**src/hw/rtl/utx_pkg.sv**
```systemverilog
package utx_pkg;

	// item function codes
	localparam logic [1:0] FUNC_WRITE = 2'd0;
	localparam logic [1:0] FUNC_READ  = 2'd1;
	localparam logic [1:0] FUNC_TICK  = 2'd2;
	localparam logic [1:0] FUNC_ACK   = 2'd3;

	// register offsets
	localparam logic [2:0] OFF_STATUS  = 3'd0;
	localparam logic [2:0] OFF_CONTROL = 3'd1;
	localparam logic [2:0] OFF_FRAME   = 3'd2;
	localparam logic [2:0] OFF_BAUD_LO = 3'd4;
	localparam logic [2:0] OFF_BAUD_HI = 3'd5;
	localparam logic [2:0] OFF_DATA    = 3'd6;

	// status bit positions
	localparam int ST_RXC  = 7;
	localparam int ST_TXC  = 6;
	localparam int ST_UDRE = 5;
	localparam int ST_U2X  = 1;
	localparam logic [7:0] ST_WMASK = 8'h03;
	localparam logic [7:0] ST_RESET = 8'h20;

	// control bit positions
	localparam int CT_RXCIE = 7;
	localparam int CT_TXCIE = 6;
	localparam int CT_UDRIE = 5;
	localparam int CT_TXEN  = 3;

	typedef struct packed {
		logic [1:0] func;
		logic [2:0] reg_offset;
		logic [7:0] write_data;
		logic       global_int_enable;
	} req_t;

	typedef struct packed {
		logic [7:0] read_data;
		logic       tx_valid;
		logic [7:0] tx_byte;
		logic       irq_tx_complete;
		logic       irq_data_empty;
		logic       irq_rx_complete;
	} rsp_t;

endpackage

```
**src/hw/rtl/utx_req_if.sv**
```systemverilog
interface utx_req_if import utx_pkg::*; ();
	logic valid;
	logic ready;
	req_t data;

	modport source (output valid, output data, input ready);
	modport sink (input valid, input data, output ready);
endinterface

```
**src/hw/rtl/utx_rsp_if.sv**
```systemverilog
interface utx_rsp_if import utx_pkg::*; ();
	logic valid;
	logic ready;
	rsp_t data;

	modport source (output valid, output data, input ready);
	modport sink (input valid, input data, output ready);
endinterface

```
**src/hw/rtl/uart_tx_register_model_top.sv**
```systemverilog
// serial transmitter behind a byte register window
// req channel: one item per bus event (register write, register read,
//   clock tick, or acknowledge of the transmit-complete interrupt)
// rsp channel: exactly one result item per request item, in order, carrying
//   read data, the byte that finished shifting out and the interrupt requests
// flow: a request item taken lands in the input register, and its result is
//   then registered in the output register
// throughput: one item per cycle unless rsp.ready stalls; the register state
//   is updated by one pass of short logic between the input register and the
//   result register, so the next item sees the updated state without a bubble
// stall: when the receiver holds rsp.ready low the result stays put and the
//   input register holds its item; req.ready drops once both are full and
//   comes back the cycle the result is taken
// reset: arst_n clears both valid flags and returns the registers to their
//   power-up values (data-empty and shift-empty flags set, everything else zero)
module uart_tx_register_model_top import utx_pkg::*; (
	input  logic      clk,
	input  logic      arst_n,
	utx_req_if.sink   req,
	utx_rsp_if.source rsp
);

	// pipeline registers
	logic valid_s1;
	req_t req_s1;
	logic rsp_valid_q;
	rsp_t rsp_q;

	// block state
	logic [7:0]  status_q, status_n;
	logic [7:0]  control_q, control_n;
	logic [7:0]  frame_q, frame_n;
	logic [15:0] baud_q, baud_n;
	logic [7:0]  last_data_q, last_data_n;
	logic [7:0]  holding_q, holding_n;
	logic [7:0]  shift_q, shift_n;
	logic        shift_empty_q, shift_empty_n;
	logic        holding_full_q, holding_full_n;
	logic [15:0] ticks_q, ticks_n;

	logic [15:0] load_count;
	logic [15:0] ticks_dec;
	logic        advance;
	rsp_t        result;

	// the input stage moves on when the result register is free or being taken
	assign advance   = !rsp_valid_q || rsp.ready;
	assign req.ready = !valid_s1 || advance;
	assign rsp.valid = rsp_valid_q;
	assign rsp.data  = rsp_q;

	// reload value: divisor, halved in double speed
	assign load_count = status_q[ST_U2X] ? {1'b0, baud_q[15:1]} : baud_q;
	assign ticks_dec  = ticks_q - 16'd1;

	always_comb begin
		status_n       = status_q;
		control_n      = control_q;
		frame_n        = frame_q;
		baud_n         = baud_q;
		last_data_n    = last_data_q;
		holding_n      = holding_q;
		shift_n        = shift_q;
		shift_empty_n  = shift_empty_q;
		holding_full_n = holding_full_q;
		ticks_n        = ticks_q;
		result         = '0;

		case (req_s1.func)
			FUNC_WRITE: begin
				case (req_s1.reg_offset)
					OFF_STATUS: begin
						// one in TXC clears it, low two bits take the written value
						if (req_s1.write_data[ST_TXC]) begin
							status_n[ST_TXC] = 1'b0;
						end
						status_n = (status_n & ~ST_WMASK) | (req_s1.write_data & ST_WMASK);
					end
					OFF_CONTROL: control_n = req_s1.write_data;
					OFF_FRAME:   frame_n = req_s1.write_data;
					OFF_BAUD_LO: baud_n[7:0] = req_s1.write_data;
					OFF_BAUD_HI: baud_n[15:8] = req_s1.write_data;
					OFF_DATA: begin
						last_data_n = req_s1.write_data;
						if (control_q[CT_TXEN]) begin
							if (ticks_q == 16'd0) begin
								ticks_n = load_count;
							end
							if (shift_empty_q) begin
								shift_n            = req_s1.write_data;
								holding_n          = 8'd0;
								shift_empty_n      = 1'b0;
								holding_full_n     = 1'b0;
								status_n[ST_UDRE]  = 1'b1;
							end else begin
								// a byte already held is overwritten
								holding_n          = req_s1.write_data;
								holding_full_n     = 1'b1;
								status_n[ST_UDRE]  = 1'b0;
							end
						end
					end
					default: ;
				endcase
			end
			FUNC_READ: begin
				case (req_s1.reg_offset)
					OFF_STATUS:  result.read_data = status_q;
					OFF_CONTROL: result.read_data = control_q;
					OFF_FRAME:   result.read_data = frame_q;
					OFF_BAUD_LO: result.read_data = baud_q[7:0];
					OFF_BAUD_HI: result.read_data = baud_q[15:8];
					OFF_DATA: begin
						result.read_data = last_data_q;
						status_n[ST_RXC] = 1'b0;
					end
					default: result.read_data = 8'd0;
				endcase
			end
			FUNC_ACK: status_n[ST_TXC] = 1'b0;
			default: begin
				// clock tick
				if (control_q[CT_TXEN] && ticks_q != 16'd0) begin
					ticks_n = ticks_dec;
					if (ticks_dec == 16'd0) begin
						result.tx_valid = 1'b1;
						result.tx_byte  = shift_q;
						if (holding_full_q) begin
							// holding byte moves up and the countdown reloads
							shift_n           = holding_q;
							holding_n         = 8'd0;
							holding_full_n    = 1'b0;
							shift_empty_n     = 1'b0;
							status_n[ST_UDRE] = 1'b1;
							ticks_n           = load_count;
						end else begin
							holding_n         = 8'd0;
							shift_n           = 8'd0;
							shift_empty_n     = 1'b1;
							status_n[ST_TXC]  = 1'b1;
						end
					end
				end
				// requests use the flags as left by this tick
				if (req_s1.global_int_enable) begin
					result.irq_tx_complete = control_q[CT_TXCIE] && status_n[ST_TXC];
					result.irq_data_empty  = control_q[CT_UDRIE] && status_n[ST_UDRE];
					result.irq_rx_complete = control_q[CT_RXCIE] && status_n[ST_RXC];
				end
			end
		endcase
	end

	// input register
	always_ff @(posedge clk or negedge arst_n) begin
		if (!arst_n) begin
			valid_s1 <= 1'b0;
		end else if (req.ready) begin
			valid_s1 <= req.valid;
		end
	end

	always_ff @(posedge clk) begin
		if (req.ready && req.valid) begin
			req_s1 <= req.data;
		end
	end

	// result register
	always_ff @(posedge clk or negedge arst_n) begin
		if (!arst_n) begin
			rsp_valid_q <= 1'b0;
		end else if (advance) begin
			rsp_valid_q <= valid_s1;
		end
	end

	always_ff @(posedge clk) begin
		if (advance && valid_s1) begin
			rsp_q <= result;
		end
	end

	// register state, updated once per item
	always_ff @(posedge clk or negedge arst_n) begin
		if (!arst_n) begin
			status_q       <= ST_RESET;
			control_q      <= 8'd0;
			frame_q        <= 8'd0;
			baud_q         <= 16'd0;
			last_data_q    <= 8'd0;
			holding_q      <= 8'd0;
			shift_q        <= 8'd0;
			shift_empty_q  <= 1'b1;
			holding_full_q <= 1'b0;
			ticks_q        <= 16'd0;
		end else if (advance && valid_s1) begin
			status_q       <= status_n;
			control_q      <= control_n;
			frame_q        <= frame_n;
			baud_q         <= baud_n;
			last_data_q    <= last_data_n;
			holding_q      <= holding_n;
			shift_q        <= shift_n;
			shift_empty_q  <= shift_empty_n;
			holding_full_q <= holding_full_n;
			ticks_q        <= ticks_n;
		end
	end

	// a held byte always sits behind a busy shift stage
	a_hold_behind_shift: assert property (@(posedge clk) disable iff (!arst_n)
		holding_full_q |-> !shift_empty_q)
		else $error("holding byte with empty shift stage");

	// data-empty flag mirrors the holding buffer
	a_udre_tracks_hold: assert property (@(posedge clk) disable iff (!arst_n)
		status_q[ST_UDRE] == !holding_full_q)
		else $error("data-empty flag out of step with holding buffer");

	// error flags are never set
	a_err_flags_clear: assert property (@(posedge clk) disable iff (!arst_n)
		status_q[4:2] == 3'd0)
		else $error("status error flags set");

	// only tick items can emit a byte or raise a request
	a_tick_only_out: assert property (@(posedge clk) disable iff (!arst_n)
		(advance && valid_s1 && req_s1.func != FUNC_TICK) |=>
		(!rsp_q.tx_valid && !rsp_q.irq_tx_complete && !rsp_q.irq_data_empty
		&& !rsp_q.irq_rx_complete))
		else $error("transmit or request on a non-tick item");

endmodule
```
**src/flat_wrapper.sv**
```systemverilog
// flat-port wrapper written by rule: the top's interface ports become plain ports
module uart_tx_register_model_top_flat import utx_pkg::*;
  (clk, arst_n, req_valid, req_data, req_ready, rsp_valid, rsp_data, rsp_ready);
  utx_req_if req_i ();
  utx_rsp_if rsp_i ();
  input  logic clk;
  input  logic arst_n;
  input wire logic [$bits(req_i.valid)-1:0] req_valid;
  input wire logic [$bits(req_i.data)-1:0] req_data;
  output wire logic [$bits(req_i.ready)-1:0] req_ready;
  output wire logic [$bits(rsp_i.valid)-1:0] rsp_valid;
  output wire logic [$bits(rsp_i.data)-1:0] rsp_data;
  input wire logic [$bits(rsp_i.ready)-1:0] rsp_ready;
  assign req_i.valid = req_valid;
  assign req_i.data = req_data;
  assign req_ready = req_i.ready;
  assign rsp_valid = rsp_i.valid;
  assign rsp_data = rsp_i.data;
  assign rsp_i.ready = rsp_ready;
  uart_tx_register_model_top u_core (.clk(clk), .arst_n(arst_n), .req(req_i), .rsp(rsp_i));
endmodule
```
**config.mk**
```make
export PLATFORM = sky130hd
export DESIGN_NAME = uart_tx_register_model_top_flat
export DESIGN_NICKNAME = d
export VERILOG_FILES = /design/src/hw/rtl/utx_pkg.sv /design/src/hw/rtl/utx_req_if.sv /design/src/hw/rtl/utx_rsp_if.sv /design/src/hw/rtl/uart_tx_register_model_top.sv /design/src/flat_wrapper.sv
export SDC_FILE = /design/constraint.sdc
export NUM_CORES = 1
export LEC_CHECK = 0
export BUFFER_PORTS_ARGS = -buffer_cell sky130_fd_sc_hd__buf_4
export CORE_MARGIN = 2
export CORE_UTILIZATION = 35
export CTS_BUF_LIST = sky130_fd_sc_hd__clkbuf_8
export DETAILED_ROUTE_END_ITERATION = 8
export PLACE_DENSITY_LB_ADDON = 0.05
export RECOVER_POWER = 50
export REMOVE_ABC_BUFFERS = 1
export SYNTH_ARGS = -nofsm -noshare
export SYNTH_HDL_FRONTEND = slang
export SYNTH_SLANG_ARGS = --single-unit
export TNS_END_PERCENT = 30
```
**constraint.sdc**
```tcl
create_clock -name clk -period 3.7 [get_ports clk]
set_input_delay 0.185 -clock clk [delete_from_list [all_inputs] [get_ports clk]]
set_output_delay 0.185 -clock clk [all_outputs]
set_load 0.005 [all_outputs]
```
==> Word level (Yosys, flattened, before mapping) <==
Cells that the tools add are included.
{ "classes": {"n_addsub": 1, "eq_ne": 15, "mux": 51, "bitwise_logic": 6, "n_reduce_logical": 35} }
{ "ops": {"columns": ["cell", "count"], "rows": [
  ["16-bit 2-to-1 mux", 7],
  ["8-bit 2-to-1 mux", 11],
  ["8-bit case mux with 6 select lines", 1],
  ["16-bit logical NOT", 2],
  ["16-bit case mux with 2 select lines", 1],
  ["8-bit case mux with 2 select lines", 2],
  ["3-bit AND reduction", 7],
  ["1-bit 2-to-1 mux", 18],
  ["16-bit nonzero test", 1],
  ["16-bit by 1-bit subtractor with 16-bit output (second input constant)", 1],
  ["6-bit AND reduction", 2],
  ["1-bit case mux with 2 select lines", 5],
  ["3-bit equality test (second input constant)", 3],
  ["9-bit 2-to-1 mux", 1],
  ["2-bit 2-to-1 mux", 4],
  ["8-bit by 2-bit bitwise OR with 8-bit output", 1],
  ["4-bit AND reduction", 2],
  ["4-bit OR reduction", 2],
  ["7-bit AND reduction", 1],
  ["1-bit logical AND", 6],
  ["2-bit by 1-bit inequality test with 1-bit output (second input constant)", 3],
  ["2-bit inequality test (second input constant)", 3],
  ["2-bit nonzero test", 3],
  ["1-bit inverter", 5],
  ["other kinds (14)", 16]
]} }
{ "word_totals": {"register_bits": 118, "input_bits": 18, "out_inout_bits": 22, "word_cells": 134} }

==> Depth between registers and ports, before layout <==
{ "depth": {"depth_word": 6, "mapped_depth": 12, "depth_no_buf": 8} }

==> Least setup slack after synthesis <==
Ideal clock, no wire load.
{ "synth_path": {"path_kind": "register to register", "from": "reg u_core.ticks_q[0]", "to": "reg u_core.ticks_q[10]", "setup_time_ps": 121, "t_arrival_ps": 2587, "t_required_ps": 3579, "slack_ps": 992, "path_stages_with_launch": 11, "period_less_slack_ps": 2708, "cell_sequence": "dfrtp_1 inv_1 ha_1 buf_4 or3_1 o31a_1 a2bb2oi_1 o41a_1 buf_6 mux2_4 o22a_1"} }
{ "synth_via": {"elab_chain_cells": 5, "elab_cells_between_ends": 12, "classes_between": "1 x add/sub; 1 x eq/ne; 4 x mux; 6 x reduce/logical"} }
{ "synth_rtl": {"columns": ["element", "line_no", "rtl"], "rows": [
  ["from (decl)", "uart_tx_register_model_top.sv:39", "logic [15:0] ticks_q, ticks_n;"],
  ["from (signal assigned)", "uart_tx_register_model_top.sv:207", "ticks_q <= ticks_n;"],
  ["16-bit by 1-bit subtractor with 16-bit output", "uart_tx_register_model_top.sv:54", "assign ticks_dec = ticks_q - 16'd1;"],
  ["16-bit logical NOT or 16-bit 2-to-1 mux (tied branches)", "uart_tx_register_model_top.sv:125, uart_tx_register_model_top.sv:128", null],
  ["16-bit 2-to-1 mux", "uart_tx_register_model_top.sv:125", "if (ticks_dec == 16'd0) begin"],
  ["16-bit 2-to-1 mux", "uart_tx_register_model_top.sv:123", "if (control_q[CT_TXEN] && ticks_q != 16'd0) begin"],
  ["16-bit case mux with 2 select lines", "uart_tx_register_model_top.sv:69", "case (req_s1.func)"]
]} }
Parallel ways exist; a longest one is shown, timed or not. The select of a mux whose other input is x is not followed.
A chain may end at the register's enable or synchronous reset.

==> Worst setup path in the final report <==
{ "layout_path": {"from": "reg u_core.ticks_q[0]", "to": "reg u_core.ticks_q[15]"} }
Same word-level chain as after synthesis.

==> impl_metrics.env <==
export IMPL_grt_usage_pct=17.4
export IMPL_cp_arrival_ns=3.36
export IMPL_clock_path_buffers=2
export IMPL_cp_num_buf_inv=2
export IMPL_synth_ff_type="dfrtp_1"
export IMPL_port_buffer_count=38
export IMPL_post_route_period_util_pct=80.7
export IMPL_die_x_um=131
export IMPL_hold_viol_final=0
export IMPL_drv_cap=1
export IMPL_crit_cells=9
export IMPL_dp_final_hpwl_mm=9.43
export IMPL_fp_dieArea_sq_mm=0.0171
export IMPL_leakagePower_nw=2.86
export IMPL_initial_core_util_pct=35.6
export IMPL_violations="max-capacitance violations, max-slew violations"
export IMPL_place_gp_congestion=0.854
export IMPL_first_pass_iters=4
export IMPL_finClkSkew_ns=0.0143
export IMPL_endpoint_kind="register"
export IMPL_layout_common_cells="78 x dfrtp_1, 46 x mux2_2, 36 x nor2_1"
export IMPL_r2r_cells=9
export IMPL_crit_path_start_kind="register"
export IMPL_grt_antenna_before_repair=0
export IMPL_grt_pass1_wl_mm=22.1
export IMPL_route_vias_total=3993
export IMPL_whs_path_depth=3
export IMPL_synth_cell_type_count=54
export IMPL_crit_required_ns=4.07
export IMPL_syn_inst=482
export IMPL_setup_violations=0
export IMPL_dr_first_iter_drc_count=295
export IMPL_grt_max_degree=81
export IMPL_nNetsFinal=567
export IMPL_synth_async_reset_ratio_pct=70.8
export IMPL_grt_overflow=0
export IMPL_cts_repair_resized=0
export IMPL_timing_critical_path_fanout_max=12
export IMPL_coreArea_sq_mm=0.0158
export IMPL_maxSlewViolCount=81
export IMPL_ys_warn_count=0
export IMPL_synth_edf_count=33
export IMPL_ys_ff_latch=113
export IMPL_syn_area_per_cell_sq_um=11.6
export IMPL_fp_dieH_um=131
export IMPL_powerDensity_mw_per_mm2=599
export IMPL_htree_levels=4
export IMPL_top_usage_layer="met1"
export IMPL_use_met3_pct=4.56
export IMPL_rsz0062_at_grt="no"
export IMPL_final_common_cell="dfrtp_1"
export IMPL_setup_ws_ns=0.714
export IMPL_cts_num_sinks=113
export IMPL_grt_pass1_vias=3932
export IMPL_cts_reportedPaths_clkPinSlew_ns=0.07
export IMPL_area_delta_synth_final_pct=19.6
export IMPL_post_route_drc_count=0
export IMPL_synth_yosys_seq_area_share_pct=53.4
export IMPL_vdd_drop_max_mv=0.268
export IMPL_fin_util_pct=42.6
export IMPL_synth_area_sq_mm=0.00561
export IMPL_post_cts_buffers=0
export IMPL_dp_worst_setup_slack_ns=0.741
export IMPL_cts_root_buf="clkbuf_8"
export IMPL_wl_per_cell_um=17.8
export IMPL_min_path_type="primary input to register"
export IMPL_grtUsageMet1_pct=25.4
export IMPL_slew_headroom_pct=-38.8
export IMPL_tns_ns=0
export IMPL_clk_insertion_delay_late_ns=0.45
export IMPL_cts_tree="yes"
export IMPL_vias_per_cell=5.17
export IMPL_ant_nets=0
export IMPL_status="finished with violations"
export IMPL_post_cts_hold_buffer_count=16
export IMPL_tightestPinTransition_ns=2.08
export IMPL_critical_path_cell_chain="inv_1 -> ha_1 -> or3_1 -> o21ai_0 -> a32oi_1 -> o41a_1 -> buf_4 -> or4b_1 -> nand3_1"
export IMPL_crit_type="register to register"
export IMPL_drt_wl_total_mm=13.7
export IMPL_top_level_ports=40
export IMPL_finalCriticalPeriod_ns=2.99
export IMPL_layout_drive_gt1_share_pct=24.6
export IMPL_numCtsBuffers=17
export IMPL_slowest_delay_ns=0.51
export IMPL_num_rows=46
export IMPL_crit_family="simple AND/OR/NAND/NOR gates"
export IMPL_antennaDiodeCount=0
export IMPL_cp_slowest_cell="or4b_1"
export IMPL_fmax_mhz=335
export IMPL_use_met2_pct=24.7
synth_stat cells (6+ instances only):
master	n	area, sq um
edfxtp_1	33	991
mux2i_1	34	340
and3_1	14	87.6
a211oi_1	20	150
nand2b_1	7	43.8
a21oi_1	27	135
o21ai_0	9	45.0
o22a_1	12	105
ha_1	6	75.1
mux2_2	46	518
a22o_1	10	87.6
nor2_1	36	135
nor3_1	9	45.0
inv_1	15	56.3
clkbuf_1	14	52.6
nand2_1	30	113
nand3_1	8	40.0
dfrtp_1	78	1950
tightest hold or removal path, delay by kind of cell:
family	cells	cell delay [ns]
buffers and inverters	1	0.08
and+or+nand+nor	2	0.17
report_power, final:
part	internal, mW	switching [mW]	total [mW]
Sequential	1.54	0.290	1.83
Combinational	0.463	0.482	0.946
Clock	0.728	0.526	1.25
final timing paths:
| check | startpoint | endpoint | slack [ns] |
|---|---|---|---|
| min in group asynchronous | arst_n | u_core.ticks_q[3]$_DFFE_PN0P_ | 0.87 |
| hold / removal | rsp_ready | u_core.rsp.valid$_DFFE_PN0P_ | 0.03 |
| setup reg to reg | u_core.ticks_q[0]$_DFFE_PN0P_ | u_core.ticks_q[15]$_DFFE_PN0P_ | 0.71 |
| hold reg to reg | u_core.frame_q[6]$_DFFE_PN0P_ | u_core.frame_q[6]$_DFFE_PN0P_ | 0.51 |
| setup / recovery | u_core.ticks_q[0]$_DFFE_PN0P_ | u_core.ticks_q[15]$_DFFE_PN0P_ | 0.71 |
| max in group asynchronous | arst_n | u_core.shift_q[2]$_DFFE_PN0P_ | 1.59 |
registers in the layout, summed over array words and instances (netlist names), 4 cells and up:
signal              cells
u_core.last_data_q      8
u_core.rsp.data        19
u_core.status_q         4
u_core.baud_q          16
u_core.ticks_q         16
u_core.shift_q          8
u_core.frame_q          8
u_core.holding_q        8
u_core.req_s1          14
u_core.control_q        8
layer usage:
metal	share of wire, %	wire length (um)	up-vias
li1	-	-	1925
met1	50	6890	1947
met2	43	5940	101
met3	4.4	607	20
met4	2.2	309	0
met5	0	0	-
kinds of logic (layout without fill, tap and decap cells):
group	count (synthesis)	after routing	synth area share, %
AO/OA/AOI/OAI	101	101	12.6
buffers and inverters	40	114	3.25
multiplexers	84	84	16.5
other	1	1	0.0668
adder cells (fa/ha/maj)	6	6	1.34
AND/OR/NAND/NOR	137	137	12.9
flip-flops	113	113	53.4
area by class of cell:
type / count / area (sq um)
inverter: 16 / 60.1
fill: 1553 / 9050
sequential: 113 / 3000
tap: 216 / 270
timing repair buffer: 66 / 526
clock inverter: 15 / 191
multi-input combinational: 329 / 2440
clock buffer: 17 / 234
stage by stage:
step                instance area, sq um  hold WS, ns  instances  power [mW]
finish                              6720       0.0272        772        4.03
global route                        6720       0.0188        772        4.27
CTS                                 6730      0.00396        772        4.06
detailed placement                  6140        0.364        724        2.78
global placement                    6140        0.363        724        2.77
floorplan                           5490       -0.111        458        2.44
Power figures use the tool's default switching activity.
